<file path="config.mk">
export PLATFORM = sky130hd
export DESIGN_NAME = sinusoid_sample_generator_flat
export DESIGN_NICKNAME = d
export VERILOG_FILES = /design/src/rtl/ssg_pkg.sv /design/src/rtl/ssg_if.sv /design/src/rtl/ssg_ctrl.sv /design/src/rtl/ssg_dp.sv /design/src/rtl/sinusoid_sample_generator.sv /design/src/flat_wrapper.sv
export SDC_FILE = /design/constraint.sdc
export NUM_CORES = 2
export LEC_CHECK = 0
export BUFFER_PORTS_ARGS = -buffer_cell sky130_fd_sc_hd__buf_2
export CAP_MARGIN = 30
export CORE_MARGIN = 8
export CORE_UTILIZATION = 30
export DETAILED_ROUTE_END_ITERATION = 10
export GPL_ROUTABILITY_DRIVEN = 0
export SYNTH_ARGS = -nofsm -noshare
export SYNTH_HDL_FRONTEND = slang
export SYNTH_HIERARCHICAL = 1
export SYNTH_SLANG_ARGS = --single-unit
</file>
<file path="constraint.sdc">
create_clock -name clk_i -period 10.2 [get_ports clk_i]
set_input_delay 2.55 -clock clk_i [delete_from_list [all_inputs] [get_ports clk_i]]
set_output_delay 2.55 -clock clk_i [all_outputs]
set_load 0.01 [all_outputs]
</file>
<file path="src/rtl/ssg_pkg.sv">
// Shared types, constants and tables of the sinusoid sample generator.
package ssg_pkg;

  localparam int DIV_STEPS         = 22;  // bits of i*limit
  localparam int RED_STEPS         = 10;  // multiples 2pi<<9 .. 2pi<<0
  localparam int CORDIC_ITERATIONS = 16;
  localparam int CNT_W             = 5;

  localparam logic signed [45:0] Q30_TWO_PI  = 46'sd6746518852;
  localparam logic signed [45:0] Q30_PI      = 46'sd3373259426;
  localparam logic signed [45:0] Q30_HALF_PI = 46'sd1686629713;
  localparam logic signed [45:0] Q30_TWO_PI_RED = 46'sd3454217652224; // 2pi << 9
  localparam logic signed [33:0] Q30_GAIN    = 34'sd652032874;
  localparam logic signed [49:0] Q30_HALF    = 50'sd536870912;

  typedef enum logic [2:0] {
    REG_AMPLITUDE  = 3'd0,
    REG_FREQUENCY  = 3'd1,
    REG_PHASE      = 3'd2,
    REG_USE_COSINE = 3'd3
  } cfg_reg_e;

  typedef struct packed {
    logic             load_req;
    logic             ld_prod;
    logic             div_step;
    logic             ld_theta;
    logic             red_init;
    logic             red_step;
    logic             wrap;
    logic             fold;
    logic             rot_step;
    logic             scale;
    logic             emit;
    logic [CNT_W-1:0] cnt;
  } cmd_t;

  typedef struct packed {
    logic out_free;
    logic last;
  } sts_t;

  // Q.30 arctangent of 2^-i
  function automatic logic [29:0] atan_q30(input logic [CNT_W-1:0] idx);
    logic [29:0] a;
    unique case (idx)
      5'd0:  a = 30'd843314857;
      5'd1:  a = 30'd497837830;
      5'd2:  a = 30'd263043837;
      5'd3:  a = 30'd133525159;
      5'd4:  a = 30'd67021687;
      5'd5:  a = 30'd33543516;
      5'd6:  a = 30'd16775851;
      5'd7:  a = 30'd8388437;
      5'd8:  a = 30'd4194283;
      5'd9:  a = 30'd2097149;
      5'd10: a = 30'd1048576;
      5'd11: a = 30'd524288;
      5'd12: a = 30'd262144;
      5'd13: a = 30'd131072;
      5'd14: a = 30'd65536;
      5'd15: a = 30'd32768;
      5'd16: a = 30'd16384;
      5'd17: a = 30'd8192;
      5'd18: a = 30'd4096;
      5'd19: a = 30'd2048;
      5'd20: a = 30'd1024;
      5'd21: a = 30'd512;
      5'd22: a = 30'd256;
      5'd23: a = 30'd128;
      default: a = 30'd0;
    endcase
    return a;
  endfunction

endpackage

</file>
<file path="src/rtl/ssg_if.sv">
// Handshake channel interfaces: sweep request, point result, register write.
interface ssg_req_if;
  logic        valid;
  logic        ready;
  logic [15:0] horizontal_limit;
  logic [5:0]  point_count;
  modport source (output valid, horizontal_limit, point_count, input ready);
  modport sink   (input valid, horizontal_limit, point_count, output ready);
endinterface

interface ssg_pt_if;
  logic               valid;
  logic               ready;
  logic        [15:0] x_value;
  logic signed [15:0] y_value;
  logic               last_point;
  modport source (output valid, x_value, y_value, last_point, input ready);
  modport sink   (input valid, x_value, y_value, last_point, output ready);
endinterface

interface ssg_cfg_if;
  logic        valid;
  logic        ready;
  logic [2:0]  index;
  logic [15:0] data;
  modport source (output valid, index, data, input ready);
  modport sink   (input valid, index, data, output ready);
endinterface

</file>
<file path="src/rtl/ssg_ctrl.sv">
// Sequencer: walks each point through divide, reduce, rotate, scale, emit.
module ssg_ctrl import ssg_pkg::*; (
  input  logic clk_i,
  input  logic rst_ni,
  input  logic req_valid_i,
  output logic req_ready_o,
  input  sts_t sts_i,
  output cmd_t cmd_o
);

  typedef enum logic [10:0] {
    S_IDLE  = 11'b000_0000_0001,
    S_PROD  = 11'b000_0000_0010,
    S_DIV   = 11'b000_0000_0100,
    S_THETA = 11'b000_0000_1000,
    S_RINIT = 11'b000_0001_0000,
    S_RED   = 11'b000_0010_0000,
    S_WRAP  = 11'b000_0100_0000,
    S_FOLD  = 11'b000_1000_0000,
    S_ROT   = 11'b001_0000_0000,
    S_SCALE = 11'b010_0000_0000,
    S_EMIT  = 11'b100_0000_0000
  } state_e;

  state_e           state_q, state_d;
  logic [CNT_W-1:0] cnt_q, cnt_d;

  always_ff @(posedge clk_i or negedge rst_ni) begin
    if (!rst_ni) begin
      state_q <= S_IDLE;
      cnt_q   <= '0;
    end else begin
      state_q <= state_d;
      cnt_q   <= cnt_d;
    end
  end

  always_comb begin
    state_d     = state_q;
    cnt_d       = cnt_q;
    cmd_o       = '0;
    cmd_o.cnt   = cnt_q;
    req_ready_o = 1'b0;
    unique case (state_q)
      S_IDLE: begin
        req_ready_o = 1'b1;
        if (req_valid_i) begin
          cmd_o.load_req = 1'b1;
          state_d        = S_PROD;
        end
      end
      S_PROD: begin
        cmd_o.ld_prod = 1'b1;
        cnt_d         = '0;
        state_d       = S_DIV;
      end
      S_DIV: begin
        cmd_o.div_step = 1'b1;
        if (cnt_q == CNT_W'(DIV_STEPS - 1)) begin
          cnt_d   = '0;
          state_d = S_THETA;
        end else begin
          cnt_d = cnt_q + 1'b1;
        end
      end
      S_THETA: begin
        cmd_o.ld_theta = 1'b1;
        state_d        = S_RINIT;
      end
      S_RINIT: begin
        cmd_o.red_init = 1'b1;
        cnt_d          = '0;
        state_d        = S_RED;
      end
      S_RED: begin
        cmd_o.red_step = 1'b1;
        if (cnt_q == CNT_W'(RED_STEPS - 1)) begin
          cnt_d   = '0;
          state_d = S_WRAP;
        end else begin
          cnt_d = cnt_q + 1'b1;
        end
      end
      S_WRAP: begin
        cmd_o.wrap = 1'b1;
        state_d    = S_FOLD;
      end
      S_FOLD: begin
        cmd_o.fold = 1'b1;
        cnt_d      = '0;
        state_d    = S_ROT;
      end
      S_ROT: begin
        cmd_o.rot_step = 1'b1;
        if (cnt_q == CNT_W'(CORDIC_ITERATIONS - 1)) begin
          cnt_d   = '0;
          state_d = S_SCALE;
        end else begin
          cnt_d = cnt_q + 1'b1;
        end
      end
      S_SCALE: begin
        cmd_o.scale = 1'b1;
        state_d     = S_EMIT;
      end
      S_EMIT: begin
        if (sts_i.out_free) begin
          cmd_o.emit = 1'b1;
          state_d    = sts_i.last ? S_IDLE : S_PROD;
        end
      end
      default: state_d = S_IDLE;
    endcase
  end

endmodule

</file>
<file path="src/rtl/ssg_dp.sv">
// Datapath: registers, divider, angle reduction, CORDIC, scaling, output register.
module ssg_dp import ssg_pkg::*; (
  input  logic               clk_i,
  input  logic               rst_ni,
  input  cmd_t               cmd_i,
  output sts_t               sts_o,
  input  logic        [15:0] horizontal_limit_i,
  input  logic        [5:0]  point_count_i,
  input  logic               cfg_valid_i,
  input  logic        [2:0]  cfg_index_i,
  input  logic        [15:0] cfg_data_i,
  output logic               pt_valid_o,
  input  logic               pt_ready_i,
  output logic        [15:0] x_value_o,
  output logic signed [15:0] y_value_o,
  output logic               last_point_o
);

  logic signed [15:0] amp_q, freq_q, phase_q;
  logic               cos_q;

  logic [15:0]        limit_q;
  logic [5:0]         n_q, i_q;
  logic [21:0]        dvd_q;
  logic [5:0]         rem_q;
  logic [15:0]        x_q;
  logic signed [45:0] theta_q, r_q;
  logic signed [33:0] cx_q, cy_q, z_q;
  logic signed [49:0] yprod_q;
  logic               out_valid_q;

  logic [6:0]         trial;
  logic [15:0]        x_w;
  logic signed [32:0] fx;
  logic signed [45:0] theta_w, red_sub;
  logic [CNT_W-1:0]   red_k;
  logic signed [33:0] shx, shy, atan_w;
  logic signed [49:0] yround, yshift;
  logic signed [15:0] ysat;

  always_ff @(posedge clk_i or negedge rst_ni) begin
    if (!rst_ni) begin
      amp_q   <= 16'sd256;
      freq_q  <= 16'sd4096;
      phase_q <= 16'sd0;
      cos_q   <= 1'b0;
    end else if (cfg_valid_i) begin
      unique case (cfg_index_i)
        REG_AMPLITUDE:  amp_q   <= cfg_data_i;
        REG_FREQUENCY:  freq_q  <= cfg_data_i;
        REG_PHASE:      phase_q <= cfg_data_i;
        REG_USE_COSINE: cos_q   <= cfg_data_i[0];
        default: ;
      endcase
    end
  end

  assign trial   = {rem_q, dvd_q[21]} - {1'b0, n_q};
  assign x_w     = (n_q == 6'd0) ? 16'd0 : dvd_q[15:0];
  assign fx      = freq_q * $signed({1'b0, x_w});
  assign theta_w = (46'(fx) <<< 10) + (46'(phase_q) <<< 18)
                 + (cos_q ? Q30_HALF_PI : 46'sd0);
  assign red_k   = CNT_W'(RED_STEPS - 1) - cmd_i.cnt;
  assign red_sub = Q30_TWO_PI <<< red_k;
  assign shx     = cx_q >>> cmd_i.cnt;
  assign shy     = cy_q >>> cmd_i.cnt;
  assign atan_w  = $signed({4'b0000, atan_q30(cmd_i.cnt)});
  assign yround  = yprod_q + Q30_HALF;
  assign yshift  = yround >>> 30;

  always_comb begin
    if (yshift > 50'sd32767)       ysat = 16'sh7fff;
    else if (yshift < -50'sd32768) ysat = 16'sh8000;
    else                           ysat = yshift[15:0];
  end

  always_ff @(posedge clk_i) begin
    if (cmd_i.load_req) begin
      limit_q <= horizontal_limit_i;
      n_q     <= point_count_i;
      i_q     <= '0;
    end
    if (cmd_i.ld_prod) begin
      dvd_q <= 22'(i_q) * 22'(limit_q);
      rem_q <= '0;
    end
    if (cmd_i.div_step) begin
      // restoring step: quotient bits shift in from the right
      if (!trial[6]) rem_q <= trial[5:0];
      else           rem_q <= {rem_q[4:0], dvd_q[21]};
      dvd_q <= {dvd_q[20:0], ~trial[6]};
    end
    if (cmd_i.ld_theta) begin
      x_q     <= x_w;
      theta_q <= theta_w;
    end
    // a large multiple of 2pi makes a negative angle positive
    if (cmd_i.red_init) r_q <= theta_q[45] ? theta_q + Q30_TWO_PI_RED : theta_q;
    if (cmd_i.red_step && (r_q >= red_sub)) r_q <= r_q - red_sub;
    if (cmd_i.wrap && (r_q > Q30_PI)) r_q <= r_q - Q30_TWO_PI;
    if (cmd_i.fold) begin
      if (r_q > Q30_HALF_PI)       z_q <= 34'(Q30_PI - r_q);
      else if (r_q < -Q30_HALF_PI) z_q <= 34'(-Q30_PI - r_q);
      else                         z_q <= 34'(r_q);
      cx_q <= Q30_GAIN;
      cy_q <= '0;
    end
    if (cmd_i.rot_step) begin
      if (!z_q[33]) begin
        cx_q <= cx_q - shy;
        cy_q <= cy_q + shx;
        z_q  <= z_q - atan_w;
      end else begin
        cx_q <= cx_q + shy;
        cy_q <= cy_q - shx;
        z_q  <= z_q + atan_w;
      end
    end
    if (cmd_i.scale) yprod_q <= amp_q * cy_q;
    if (cmd_i.emit) begin
      x_value_o    <= x_q;
      y_value_o    <= ysat;
      last_point_o <= (i_q == n_q);
      i_q          <= i_q + 1'b1;
    end
  end

  always_ff @(posedge clk_i or negedge rst_ni) begin
    if (!rst_ni)         out_valid_q <= 1'b0;
    else if (cmd_i.emit) out_valid_q <= 1'b1;
    else if (pt_ready_i) out_valid_q <= 1'b0;
  end

  assign pt_valid_o     = out_valid_q;
  assign sts_o.out_free = !out_valid_q || pt_ready_i;
  assign sts_o.last     = (i_q == n_q);

endmodule

</file>
<file path="src/rtl/sinusoid_sample_generator.sv">
// Top level of the sinusoid sample generator.
// A request (horizontal_limit L, point_count N) yields N+1 points x_i = floor(i*L/N),
// y_i = amplitude*sin(frequency*x_i + phase) (cos when use_cosine is set), Q8.8,
// with y saturated. Requests are taken one at a time. Each point passes in turn
// through the product i*L, the bit-serial x divider, the angle sum, the 2*pi
// reduction subtractor, the wrap and fold, the CORDIC rotation, the amplitude
// product and output, where a point waits while the output register is full. The
// next request is accepted while the last point still waits in the output
// register. Registers may be written whenever the block is idle.
module sinusoid_sample_generator import ssg_pkg::*; (
  input  logic    clk_i,
  input  logic    rst_ni,
  ssg_req_if.sink   req_i,
  ssg_pt_if.source  pt_o,
  ssg_cfg_if.sink   cfg_i
);

  cmd_t cmd;
  sts_t sts;

  assign cfg_i.ready = 1'b1;

  ssg_ctrl u_ctrl (
    .clk_i       (clk_i),
    .rst_ni      (rst_ni),
    .req_valid_i (req_i.valid),
    .req_ready_o (req_i.ready),
    .sts_i       (sts),
    .cmd_o       (cmd)
  );

  ssg_dp u_dp (
    .clk_i              (clk_i),
    .rst_ni             (rst_ni),
    .cmd_i              (cmd),
    .sts_o              (sts),
    .horizontal_limit_i (req_i.horizontal_limit),
    .point_count_i      (req_i.point_count),
    .cfg_valid_i        (cfg_i.valid),
    .cfg_index_i        (cfg_i.index),
    .cfg_data_i         (cfg_i.data),
    .pt_valid_o         (pt_o.valid),
    .pt_ready_i         (pt_o.ready),
    .x_value_o          (pt_o.x_value),
    .y_value_o          (pt_o.y_value),
    .last_point_o       (pt_o.last_point)
  );

endmodule
</file>
<file path="src/flat_wrapper.sv">
// flat-port wrapper written by rule: the top's interface ports become plain ports
module sinusoid_sample_generator_flat import ssg_pkg::*;
  (clk_i, rst_ni, req_i_valid, req_i_horizontal_limit, req_i_point_count, req_i_ready, pt_o_valid, pt_o_x_value, pt_o_y_value, pt_o_last_point, pt_o_ready, cfg_i_valid, cfg_i_index, cfg_i_data, cfg_i_ready);
  ssg_req_if req_i_i ();
  ssg_pt_if pt_o_i ();
  ssg_cfg_if cfg_i_i ();
  input  logic clk_i;
  input  logic rst_ni;
  input wire logic [$bits(req_i_i.valid)-1:0] req_i_valid;
  input wire logic [$bits(req_i_i.horizontal_limit)-1:0] req_i_horizontal_limit;
  input wire logic [$bits(req_i_i.point_count)-1:0] req_i_point_count;
  output wire logic [$bits(req_i_i.ready)-1:0] req_i_ready;
  output wire logic [$bits(pt_o_i.valid)-1:0] pt_o_valid;
  output wire logic [$bits(pt_o_i.x_value)-1:0] pt_o_x_value;
  output wire logic [$bits(pt_o_i.y_value)-1:0] pt_o_y_value;
  output wire logic [$bits(pt_o_i.last_point)-1:0] pt_o_last_point;
  input wire logic [$bits(pt_o_i.ready)-1:0] pt_o_ready;
  input wire logic [$bits(cfg_i_i.valid)-1:0] cfg_i_valid;
  input wire logic [$bits(cfg_i_i.index)-1:0] cfg_i_index;
  input wire logic [$bits(cfg_i_i.data)-1:0] cfg_i_data;
  output wire logic [$bits(cfg_i_i.ready)-1:0] cfg_i_ready;
  assign req_i_i.valid = req_i_valid;
  assign req_i_i.horizontal_limit = req_i_horizontal_limit;
  assign req_i_i.point_count = req_i_point_count;
  assign req_i_ready = req_i_i.ready;
  assign pt_o_valid = pt_o_i.valid;
  assign pt_o_x_value = pt_o_i.x_value;
  assign pt_o_y_value = pt_o_i.y_value;
  assign pt_o_last_point = pt_o_i.last_point;
  assign pt_o_i.ready = pt_o_ready;
  assign cfg_i_i.valid = cfg_i_valid;
  assign cfg_i_i.index = cfg_i_index;
  assign cfg_i_i.data = cfg_i_data;
  assign cfg_i_ready = cfg_i_i.ready;
  sinusoid_sample_generator u_core (.clk_i(clk_i), .rst_ni(rst_ni), .req_i(req_i_i), .pt_o(pt_o_i), .cfg_i(cfg_i_i));
endmodule
</file>
==> run metrics <==
outcome=finished, final reports clean; most frequent cells in the layout=inv_1 (940), nand2_1 (910), fa_1 (774), ha_1 (496), a21oi_1 (342); clock latency on the worst-skew pair=between 0.6 and 0.7 ns; # rows=~170; Final Critical Period=9.646 ns; wire per inst=19.01 um; Slew @ Worst Pin=approximately 1.1 ns; CTS Buffer Depth=3; setup TNS=0 ns; commonest non-fill, non-tap cell in the layout=inv_1; Placeable Area=roughly 210000 um^2; Die Wd=roughly 480 um; HPWL after DPL=about 140000 um; ys flop type=edfxtp_1; Startpoint Class=flop; Mean Syn Cell Area=around 9 um^2; Hold WC Path Type=reg2reg; IO Port Bufs=80; kind of critical path=reg2reg; Total Routed Length=between 150000 and 200000 um; clk_skew=~0.035 ns; total CTS buffers=52; Fmax=roughly 0.10 GHz; GRT Util Overall=~16%; Tcrit/Tclk final=between 90% and 100%; Syn Std Cell Area=approximately 64000 um^2; Final #Nets=approximately 8300; endpoints failing setup=0; Reg clk slew, reported paths=~0.060 ns; grt total ovfl=0; Fin. Hold Viols=0; Post-route DRC=0; die footprint=between 200000 and 250000 um^2; Worst EP arrival=between 10 and 15 ns; Starting Density=a little under a third; total number of vias=51580; Max stage delay on crit path=between 0.5 and 0.6 ns; Synth cell types=107; Synth async-reset ratio=17.60%; CP endpoint kind=flop; # IOs=82; clk root buf=clkbuf_16; initial antenna violation count=8; Ys Warns=6; Post-synth EDFFs=about 310; fillcell total=about 22000; Syn-to-layout area delta=8.452%; Clock Sinks=roughly 380; syn nets=8442; Synth Instances=a little over 7000; global-route wire length before repair=296700 um; slowest cell on the critical path=fa_1; layout cells sized above 1=under 10%; CTS tree=done; headroom to the max-slew limit=27.87%; Slew Limit Fails=0; max_cap viols=0; critical path required time=roughly 11 ns; vias per cell=5.228; largest net degree at the start of global routing=88; sequential area share after synthesis=17.12%; RSZ-0062 raised after global routing=false; Max H-tree Level=2; CP Max Fanout=17; die height=around 480 um; DRT iter0 DRCs=4151; First-pass DRT Iterations=7; ANT nets after route=0; Top cell by count, worst path=fa_1; #FFs+latches synth=approximately 380; vias in the first global route=around 53000
-- critical path: cells and delay by family, from the launching register on --
family	cells	cell delay, ns
AO/OA/AOI/OAI	10	1.70
XOR/XNOR	2	0.26
adder cells (fa/ha/maj)	9	4.32
buffers and inverters	6	0.75
flip-flops	1	0.44
AND/OR/NAND/NOR	8	1.86
-- kinds of logic (layout without fill, tap and decap cells) --
group / count (synthesis) / in the layout / synth area share [%]
buffers and inverters: 1337 / 1242 / 8.043
AND/OR/NAND/NOR: 2212 / 2213 / 16.82
other: 1 / 14 / 0.005871
multiplexers: 239 / 239 / 5.385
flip-flops: 375 / 375 / 17.12
XOR/XNOR: 436 / 436 / 5.978
adder cells (fa/ha/maj): 1270 / 1270 / 33.97
AO/OA/AOI/OAI: 1256 / 1256 / 12.68
-- sequential cells by signal, summed over array words and instances, names as in the netlist, 5 cells and up --
name / count
u_core/u_dp/x_value_o: 16
u_core/u_dp/y_value_o: 16
u_core/u_dp/dvd_q: 22
u_core/u_dp/x_q: 16
u_core/u_dp/phase_q: 16
u_core/u_dp/limit_q: 16
u_core/u_ctrl/state_q: 11
u_core/u_dp/rem_q: 6
u_core/u_dp/freq_q: 16
u_core/u_dp/amp_q: 16
u_core/u_dp/yprod_q: 21
u_core/u_dp/cx_q: 34
u_core/u_dp/r_q: 45
u_core/u_dp/z_q: 34
u_core/u_dp/n_q: 6
u_core/u_dp/i_q: 6
u_core/u_dp/theta_q: 36
u_core/u_dp/cy_q: 34
u_core/u_ctrl/cnt_q: 5
-- path summary, 6_finish.rpt --
kind | from | end | slack [ns] | depth (start not counted)
worst max-delay path | u_core/u_dp/n_q[0]$_DFFE_PP_ | u_core/u_dp/theta_q[41]$_DFFE_PP_ | 0.55 | 35
worst min-delay path | u_core/u_dp/x_q[13]$_DFFE_PP_ | u_core/u_dp/x_value_o[13]$_DFFE_PP_ | 0.43 | 0
worst max register to register | u_core/u_dp/n_q[0]$_DFFE_PP_ | u_core/u_dp/theta_q[41]$_DFFE_PP_ | 0.55 | 35
worst min register to register | u_core/u_dp/x_q[13]$_DFFE_PP_ | u_core/u_dp/x_value_o[13]$_DFFE_PP_ | 0.43 | 0
max in group asynchronous | rst_ni | u_core/u_dp/amp_q[7]$_DFFE_PN0P_ | 7.30 | 2
min in group asynchronous | rst_ni | u_core/u_dp/pt_valid_o$_DFFE_PN0P_ | 1.71 | 1
-- Yosys cell counts, drive strengths merged (51+ instances only) --
cell    count  area [um^2]
mux4       74         1678
a21oi     343         1717
inv       944         3543
mux2       85        960.9
mux2i      80        800.8
dfrtp      63         1577
and2      265         1658
a21o      132        991.0
nand2b    101        631.9
nor2      341         1280
o21ai     299         1500
edfxtp    309         9279
and3      157        982.2
nand3      84        420.4
nand2     910         3416
xnor2     251         2198
ha        496         6206
clkbuf    321         1215
nor3      103        515.5
xor2      185         1620
nor2b      51        321.6
buf        66        356.6
fa        774        15490
-- per-layer routing --
layer  track usage (%)  part of all wire [%]  up-vias
met5                 0                     0        -
met4             7.535                   5.7        0
met3             2.480                   6.6      456
met2             26.00                    46     1847
met1             20.56                    42    25620
li1                  -                     -    23650
-- per-stage QoR --
stage | worst slack, ns | util [%] | hold slack, ns | instances | instance area [um^2]
detailed placement | 0.02201 | 31.73 | 0.4054 | 9749 | 67220
floorplan | 0.9601 | - | 0.4003 | 7126 | 63880
finish | 0.5543 | 32.70 | 0.4291 | 9866 | 69280
global placement | 0.1281 | 31.70 | 0.4184 | 9745 | 67150
global route | 0.02047 | 32.70 | 0.4377 | 9865 | 69270
CTS | 0.01342 | 32.60 | 0.4278 | 9846 | 69070
-- timing repair --
item | CTS | global route
setup endpoints to repair | 0 | 7
resized for setup | 0 | 13
setup buffers | 0 | 2
hold buffers | 0 | 0
-- cell type report --
cell class	count	area, um^2	share of cell area (%)
sequential	375	10960	15.81
clock inverter	29	376.6	0.5436
clock buffer	68	1474	2.128
tap	2821	3530	5.095
timing repair buffer	195	1379	1.990
antenna	13	32.53	0.04696
multi-input combinational	5415	47960	69.23
inverter	950	3567	5.149
Power is not shown: default switching activity piles up to over one toggle a cycle in this logic, so the estimate is an artifact.
